### src/rtl/fbec_pkg.sv
// shared types and character mapping for the five-byte to eight-character encoder
package fbec_pkg;

    localparam int unsigned BLOCK_BYTES = 5;
    localparam int unsigned HELD_DEPTH  = 4;
    localparam int unsigned BLOCK_CHARS = 8;
    localparam int unsigned BLOCK_BITS  = 8 * BLOCK_BYTES;
    localparam int unsigned SEG_BITS    = 10;

    localparam logic [7:0] PAD_BYTE     = 8'h80;
    localparam logic [4:0] LETTER_LIMIT = 5'd25;
    localparam logic [6:0] CHAR_LOWER_A = 7'd97;
    localparam logic [6:0] DIGIT_OFFSET = 7'd22;

    localparam logic       KIND_DATA    = 1'b0;
    localparam logic       KIND_END     = 1'b1;

    typedef struct packed {
        logic       kind;
        logic [7:0] data_byte;
    } t_in_item;

    typedef struct packed {
        logic [6:0] character;
        logic       last_of_group;
        logic       closing_block;
    } t_out_item;

    typedef struct packed {
        logic [BLOCK_BITS-1:0] word;
        logic                  closing;
    } t_block;

    // 0..25 -> 'a'..'z', 26..31 -> '0'..'5'
    function automatic logic [6:0] to_char(input logic [4:0] v);
        logic [6:0] r;
        if (v <= LETTER_LIMIT) begin
            r = CHAR_LOWER_A + {2'b00, v};
        end else begin
            r = DIGIT_OFFSET + {2'b00, v};
        end
        return r;
    endfunction

endpackage

### src/rtl/fbec_gather.sv
// byte gathering stage: holds up to four bytes and builds the 40-bit block
module fbec_gather (
    input  logic              i_clk,
    input  logic              i_rst_n,
    input  logic              i_valid,
    output logic              o_stall,
    input  fbec_pkg::t_in_item i_data,
    output logic              o_blk_valid,
    output fbec_pkg::t_block  o_blk,
    input  logic              i_take
);
    import fbec_pkg::*;

    logic [7:0] r_held [HELD_DEPTH];
    logic [2:0] r_count;
    t_block     r_blk;
    logic       r_blk_valid;

    logic       accept;
    logic       store;
    t_block     n_blk;
    logic [7:0] blk_byte [BLOCK_BYTES];

    assign accept = i_valid && !r_blk_valid;
    assign store  = (i_data.kind == KIND_DATA) && (r_count < 3'(HELD_DEPTH));

    always_comb begin
        for (int k = 0; k < BLOCK_BYTES; k++) begin
            if (k < HELD_DEPTH && 3'(k) < r_count) begin
                blk_byte[k] = r_held[k % HELD_DEPTH];
            end else if (3'(k) == r_count && i_data.kind == KIND_END) begin
                blk_byte[k] = PAD_BYTE;
            end else if (k == BLOCK_BYTES - 1 && i_data.kind == KIND_DATA) begin
                blk_byte[k] = i_data.data_byte;
            end else begin
                blk_byte[k] = 8'h00;
            end
        end
        for (int k = 0; k < BLOCK_BYTES; k++) begin
            n_blk.word[BLOCK_BITS-1-8*k -: 8] = blk_byte[k];
        end
        n_blk.closing = (i_data.kind == KIND_END);
    end

    always_ff @(posedge i_clk) begin
        if (!i_rst_n) begin
            r_count     <= '0;
            r_blk_valid <= 1'b0;
        end else begin
            if (accept) begin
                if (store) begin
                    r_count <= r_count + 3'd1;
                end else begin
                    r_count     <= '0;
                    r_blk_valid <= 1'b1;
                end
            end else if (i_take) begin
                r_blk_valid <= 1'b0;
            end
        end
    end

    always_ff @(posedge i_clk) begin
        if (accept && store) begin
            r_held[r_count[1:0]] <= i_data.data_byte;
        end
        if (accept && !store) begin
            r_blk <= n_blk;
        end
    end

    assign o_stall     = r_blk_valid;
    assign o_blk_valid = r_blk_valid;
    assign o_blk       = r_blk;

endmodule

### src/rtl/fbec_serial.sv
// character serializer: sends one block as eight characters, one per transfer
module fbec_serial (
    input  logic               i_clk,
    input  logic               i_rst_n,
    input  logic               i_blk_valid,
    input  fbec_pkg::t_block   i_blk,
    output logic               o_take,
    output logic               o_valid,
    input  logic               i_stall,
    output fbec_pkg::t_out_item o_data
);
    import fbec_pkg::*;

    logic [BLOCK_BITS-1:0] r_word;
    logic                  r_closing;
    logic [2:0]            r_idx;
    logic                  r_valid;

    logic                  sent;
    logic                  last;
    logic [SEG_BITS-1:0]   seg;
    logic [4:0]            x_val;
    logic [4:0]            y_val;

    assign last   = (r_idx == 3'(BLOCK_CHARS - 1));
    assign sent   = r_valid && !i_stall;
    assign o_take = i_blk_valid && (!r_valid || (sent && last));

    // top segment: odd bits give the first character, even bits the second
    assign seg   = r_word[BLOCK_BITS-1 -: SEG_BITS];
    assign x_val = {seg[9], seg[7], seg[5], seg[3], seg[1]};
    assign y_val = {seg[8], seg[6], seg[4], seg[2], seg[0]};

    always_ff @(posedge i_clk) begin
        if (!i_rst_n) begin
            r_valid <= 1'b0;
            r_idx   <= '0;
        end else begin
            if (o_take) begin
                r_valid <= 1'b1;
                r_idx   <= '0;
            end else if (sent) begin
                if (last) begin
                    r_valid <= 1'b0;
                end
                r_idx <= r_idx + 3'd1;
            end
        end
    end

    always_ff @(posedge i_clk) begin
        if (o_take) begin
            r_word    <= i_blk.word;
            r_closing <= i_blk.closing;
        end else if (sent && r_idx[0]) begin
            r_word <= {r_word[BLOCK_BITS-SEG_BITS-1:0], {SEG_BITS{1'b0}}};
        end
    end

    assign o_valid              = r_valid;
    assign o_data.character     = to_char(r_idx[0] ? y_val : x_val);
    assign o_data.last_of_group = last;
    assign o_data.closing_block = r_closing;

endmodule

### src/rtl/five_byte_to_eight_char_encoder.sv
// top level of the five-byte to eight-character text encoder
// Bytes arrive one per transfer and are gathered five at a time into a 40-bit
// block, first byte most significant; each block leaves as eight printable
// characters ('a'..'z' for 0..25, '0'..'5' for 26..31), one per output
// transfer, with last_of_group set on the eighth. An end-of-stream item
// appends 0x80 after the held bytes, zero-fills the block and sends it with
// closing_block set. A data byte that does not complete a block is taken and
// produces nothing. A finished block waits in a one-block buffer while the
// previous block is still being sent, so the input side keeps running; the
// input stalls only while that buffer is occupied. The character serializer
// sets the rate and holds while i_stall is set; the completing byte is
// registered into the one-block buffer and then loaded into the serializer
// before the first character leaves.
module five_byte_to_eight_char_encoder (
    input  logic                i_clk,
    input  logic                i_rst_n,
    // byte input channel
    input  logic                i_valid,
    output logic                o_stall,
    input  fbec_pkg::t_in_item  i_data,
    // character output channel
    output logic                o_valid,
    input  logic                i_stall,
    output fbec_pkg::t_out_item o_data
);
    import fbec_pkg::*;

    // finished block handed from the gathering stage to the serializer
    t_block blk;
    logic   blk_valid;
    logic   blk_take;

    // gathering stage: holding registers, byte count and the one-block buffer
    fbec_gather u_gather (
        .i_clk       (i_clk),
        .i_rst_n     (i_rst_n),
        .i_valid     (i_valid),
        .o_stall     (o_stall),
        .i_data      (i_data),
        .o_blk_valid (blk_valid),
        .o_blk       (blk),
        .i_take      (blk_take)
    );

    // serializer: shifts the block out ten bits per character pair
    fbec_serial u_serial (
        .i_clk       (i_clk),
        .i_rst_n     (i_rst_n),
        .i_blk_valid (blk_valid),
        .i_blk       (blk),
        .o_take      (blk_take),
        .o_valid     (o_valid),
        .i_stall     (i_stall),
        .o_data      (o_data)
    );

endmodule
### config.mk
export PLATFORM = sky130hd
export DESIGN_NAME = five_byte_to_eight_char_encoder
export DESIGN_NICKNAME = d
export VERILOG_FILES = /design/src/rtl/fbec_pkg.sv /design/src/rtl/fbec_gather.sv /design/src/rtl/fbec_serial.sv /design/src/rtl/five_byte_to_eight_char_encoder.sv
export SDC_FILE = /design/constraint.sdc
export NUM_CORES = 1
export LEC_CHECK = 0
export BUFFER_PORTS_ARGS = -buffer_cell sky130_fd_sc_hd__buf_2
export CAP_MARGIN = 20
export CELL_PAD_IN_SITES_DETAIL_PLACEMENT = 0
export CELL_PAD_IN_SITES_GLOBAL_PLACEMENT = 1
export CORE_MARGIN = 2
export CORE_UTILIZATION = 40
export CTS_CLUSTER_DIAMETER = 150
export DETAILED_ROUTE_END_ITERATION = 10
export PLACE_DENSITY_LB_ADDON = 0.1
export REMOVE_ABC_BUFFERS = 1
export SLEW_MARGIN = 20
export SYNTH_ARGS = -nofsm -noshare
export SYNTH_HDL_FRONTEND = slang
export SYNTH_SLANG_ARGS = --single-unit
### constraint.sdc
create_clock -name i_clk -period 4.05 [get_ports i_clk]
set_clock_uncertainty 0.2 [all_clocks]
set_input_delay 0.2025 -clock i_clk [delete_from_list [all_inputs] [get_ports i_clk]]
set_output_delay 0.2025 -clock i_clk [all_outputs]
set_load 0.05 [all_outputs]
==> impl_metrics.ini <==
[worst_setup_path]
worst_path_largest_cell_delay_ns = 0.67
worst-endpoint-arrival_ns = 2.78
cp_max_fo = 16
crit_slowest_cell = sky130_fd_sc_hd__dfxtp_1
critPathRequiredTime_ns = 3.65
sort_of_element_at_the_end_of_the_critical_path = output pin
cp-start-kind = flop
setup.worst_path.class = flop to output pin
worst_r2r_path_depth = 7
path_cells = mux2i_1 -> inv_1 -> ha_1 -> o21ai_1 -> nand3_4 -> mux2_4 -> buf_2

[logic_synthesis]
synth-seq-area-share = 0.722
synth_cells = 309
ys_warn_count = 0
post_synth_num_cell_types = 34
synth_area_leaders = sky130_fd_sc_hd__edfxtp_1, sky130_fd_sc_hd__mux2_2, sky130_fd_sc_hd__nor2b_1
synth_commonest_cells = sky130_fd_sc_hd__edfxtp_1, sky130_fd_sc_hd__nor2b_1, sky130_fd_sc_hd__mux2_2, sky130_fd_sc_hd__and2_1, sky130_fd_sc_hd__nand2_1
post_synth_instance_area_mm2 = 0.00496
synth_largest_type_area_fraction = 0.690
ys_async_sr_fraction = 0
dominantRegCellSynth = sky130_fd_sc_hd__edfxtp_1
yosysTopAreaCell = sky130_fd_sc_hd__edfxtp_1
synth.most_common_cell = sky130_fd_sc_hd__edfxtp_1
number_of_enable_type_register_cells_in_the_synthesized_netlist = 114
syn_avg_cell_area_um2 = 16.1
synth.ff_latch_count = 122

[place]
dp_cell_count = 495
placement.io_buffers = 23
dpl.hpwl_um = 5570
place_congestion = 0.810
placement.cell_area_mm2 = 0.00529

[grt]
antenna_found_initial = 0
total_global_routing_track_utilization = 0.144
grt_start_max_net_pins = 41
global_route.overflow_total = 0
grt_first_pass_wirelength_um = 13900
number_of_global_route_vias_before_repair = 2564

[pwr]
ir_worst_vdd_uv = 220
leakage_uw = 0.00218
power.density_cell_area_mw_per_mm2 = 532

[die]
dieWidth_um = 115
initial_utilization = 0.412
core_area_mm2 = 0.0121
dieArea_mm2 = 0.0133
std_cell_rows = 40
pin_count = 24
die_height_um = 115

[outcome]
run_status = complete, no violations

[cells_and_area]
post_layout_nonfiller_instances = 537
finalNetCount = 380
design_area_mm2 = 0.00602
post-route-util = 0.499
post_route_cells_drive_above_1_share = 0.263
area_growth_pct = 21.2
antennaDiodeCount = 0

[route]
post_drt_via_cell_ratio = 4.60
vias = 2468
drt_drc_violations_left = 0
routedWlPerCell_um = 15.9
1st_pass_router_iterations = 5
first_iter_violations = 137
detail-route-antenna-nets = 0
routed_wirelength_um = 8550

[clock_network]
clock_tree.htree_level_count = 4
cts_buf_count = 17
clock_latency_ns = 0.40
cts_resized = 0
cts_tree = built
clk_path_buf_depth = 2
clockRootBuffer = sky130_fd_sc_hd__clkbuf_16
cts_sinks = 122
clk_pin_slew_ns = 0.05

[timing]
slew-limit-headroom = 0.510
timing_max_transition_violations_final = 0
hold_viol_final = 0
timing_worst_slew_pin_value_ns = 0.735
timing.final.crit_share = 0.786
fmaxAchievable_ghz = 0.314
timing.final.crit_period_ns = 3.18
timing.setup.tns_ns = 0
setup_repair_after_global_routing_missed_its_margin = false
setup_violators_final = 0

[hold_path]
min_delay_worst_type = primary input to flop
hold-path-cell-count = 1

[run]
number_of_max_capacitance_violations_reported = 0
-- sequential cells by signal, indices dropped and copies added (netlist names) --
| name | flops |
|---|---|
| u_serial.r_closing | 1 |
| u_gather.o_blk_valid | 1 |
| u_gather.r_held | 32 |
| u_serial.r_idx | 3 |
| u_serial.o_valid | 1 |
| u_gather.r_count | 3 |
| u_serial.r_word | 40 |
| u_gather.o_blk | 41 |
-- cells in the final DEF (no fill, tap or decap), types with 2 or more instances in the layout --
cell type / count
sky130_fd_sc_hd__o21ai_2: 2
sky130_fd_sc_hd__ha_1: 11
sky130_fd_sc_hd__a21oi_1: 7
sky130_fd_sc_hd__xor2_1: 3
sky130_fd_sc_hd__nor2_1: 6
sky130_fd_sc_hd__buf_4: 5
sky130_fd_sc_hd__a22oi_1: 2
sky130_fd_sc_hd__nor2b_1: 35
sky130_fd_sc_hd__nand4_1: 2
sky130_fd_sc_hd__clkinv_2: 5
sky130_fd_sc_hd__mux2i_1: 6
sky130_fd_sc_hd__clkbuf_16: 17
sky130_fd_sc_hd__mux2_4: 2
sky130_fd_sc_hd__nand2b_1: 2
sky130_fd_sc_hd__buf_2: 23
sky130_fd_sc_hd__clkinvlp_4: 2
sky130_fd_sc_hd__o21ai_0: 4
sky130_fd_sc_hd__dlygate4sd3_1: 10
sky130_fd_sc_hd__bufinv_16: 5
sky130_fd_sc_hd__nand3_1: 4
sky130_fd_sc_hd__edfxtp_1: 114
sky130_fd_sc_hd__and2_1: 21
sky130_fd_sc_hd__nand2_1: 13
sky130_fd_sc_hd__mux2_2: 31
sky130_fd_sc_hd__inv_1: 10
sky130_fd_sc_hd__xnor2_1: 3
sky130_fd_sc_hd__nor3_2: 2
sky130_fd_sc_hd__dfxtp_1: 8
-- kinds of logic (layout without fill, tap and decap cells) --
family                     Yosys count  after routing  synth area share
DFF                                122            122             0.722
muxes                               39             39            0.0885
adders and majority gates           11             11            0.0277
and+or+nand+nor                     91             91             0.108
buffers and inverters               20             80            0.0176
AOI/OAI and AO/OA                   20             20            0.0255
xor gates and xnor gates             6              6            0.0106
-- critical path: cells and delay by family (launching register included) --
| kind | cells | cell delay (ns) |
|---|---|---|
| AO/OA/AOI/OAI | 1 | 0.19 |
| buffers and inverters | 2 | 0.36 |
| flip-flops | 1 | 0.67 |
| multiplexers | 2 | 0.78 |
| AND/OR/NAND/NOR | 1 | 0.16 |
| adder cells (fa/ha/maj) | 1 | 0.21 |
-- routing by layer --
layer / GRT usage / part of all wire / vias to the layer above
li1: - / - / 1224
met1: 0.187 / 0.48 / 1204
met2: 0.226 / 0.48 / 30
met3: 0.0434 / 0.023 / 10
met4: 0.0643 / 0.014 / 0
met5: 0 / 0 / -
-- stage by stage --
stage	setup slack [ns]	hold slack, ns	power, uW
final	0.866	0.0541	3200
after global routing	0.675	0.0509	3310
after CTS	0.824	0.0363	3230
after detailed placement	1.26	0.217	1620
after global placement	1.31	0.203	1620
after floorplan	0.0812	0.101	1570
-- repair_timing --
item | in CTS | in global routing
setup endpoints to repair | 0 | 0
buffers inserted | 0 | 0
hold buffers | 10 | 0
hold endpoints to repair | 45 | 0
-- cell type report --
| cell class | count | area [um2] |
|---|---|---|
| Sequential cell | 122 | 3580 |
| Fill cell | 1007 | 6040 |
| Inverter | 10 | 37.5 |
| Clock buffer | 18 | 429 |
| Timing Repair Buffer | 38 | 253 |
| Clock inverter | 14 | 203 |
| Tap cell | 168 | 210 |
| Multi-Input combinational cell | 167 | 1300 |
-- power by group --
part	switching [uW]	total [uW]	internal (uW)	leakage [uW]
sequential	14.5	1440	1420	0.00114
clock	515	1600	1080	0.000307
combinational	105	165	59.9	0.000734
-- path summary, 6_finish.rpt --
kind / from / endpoint / slack (ns)
min: i_data[8] / u_gather.o_blk[0] / 0.05
max: u_serial.r_idx[0] / o_data[5] / 0.87
max reg2reg: u_serial.r_idx[0] / u_serial.r_word[34] / 1.39
min reg2reg: u_gather.o_blk[0] / u_serial.r_closing / 0.22
No activity file was read; power rests on OpenSTA's default activity.
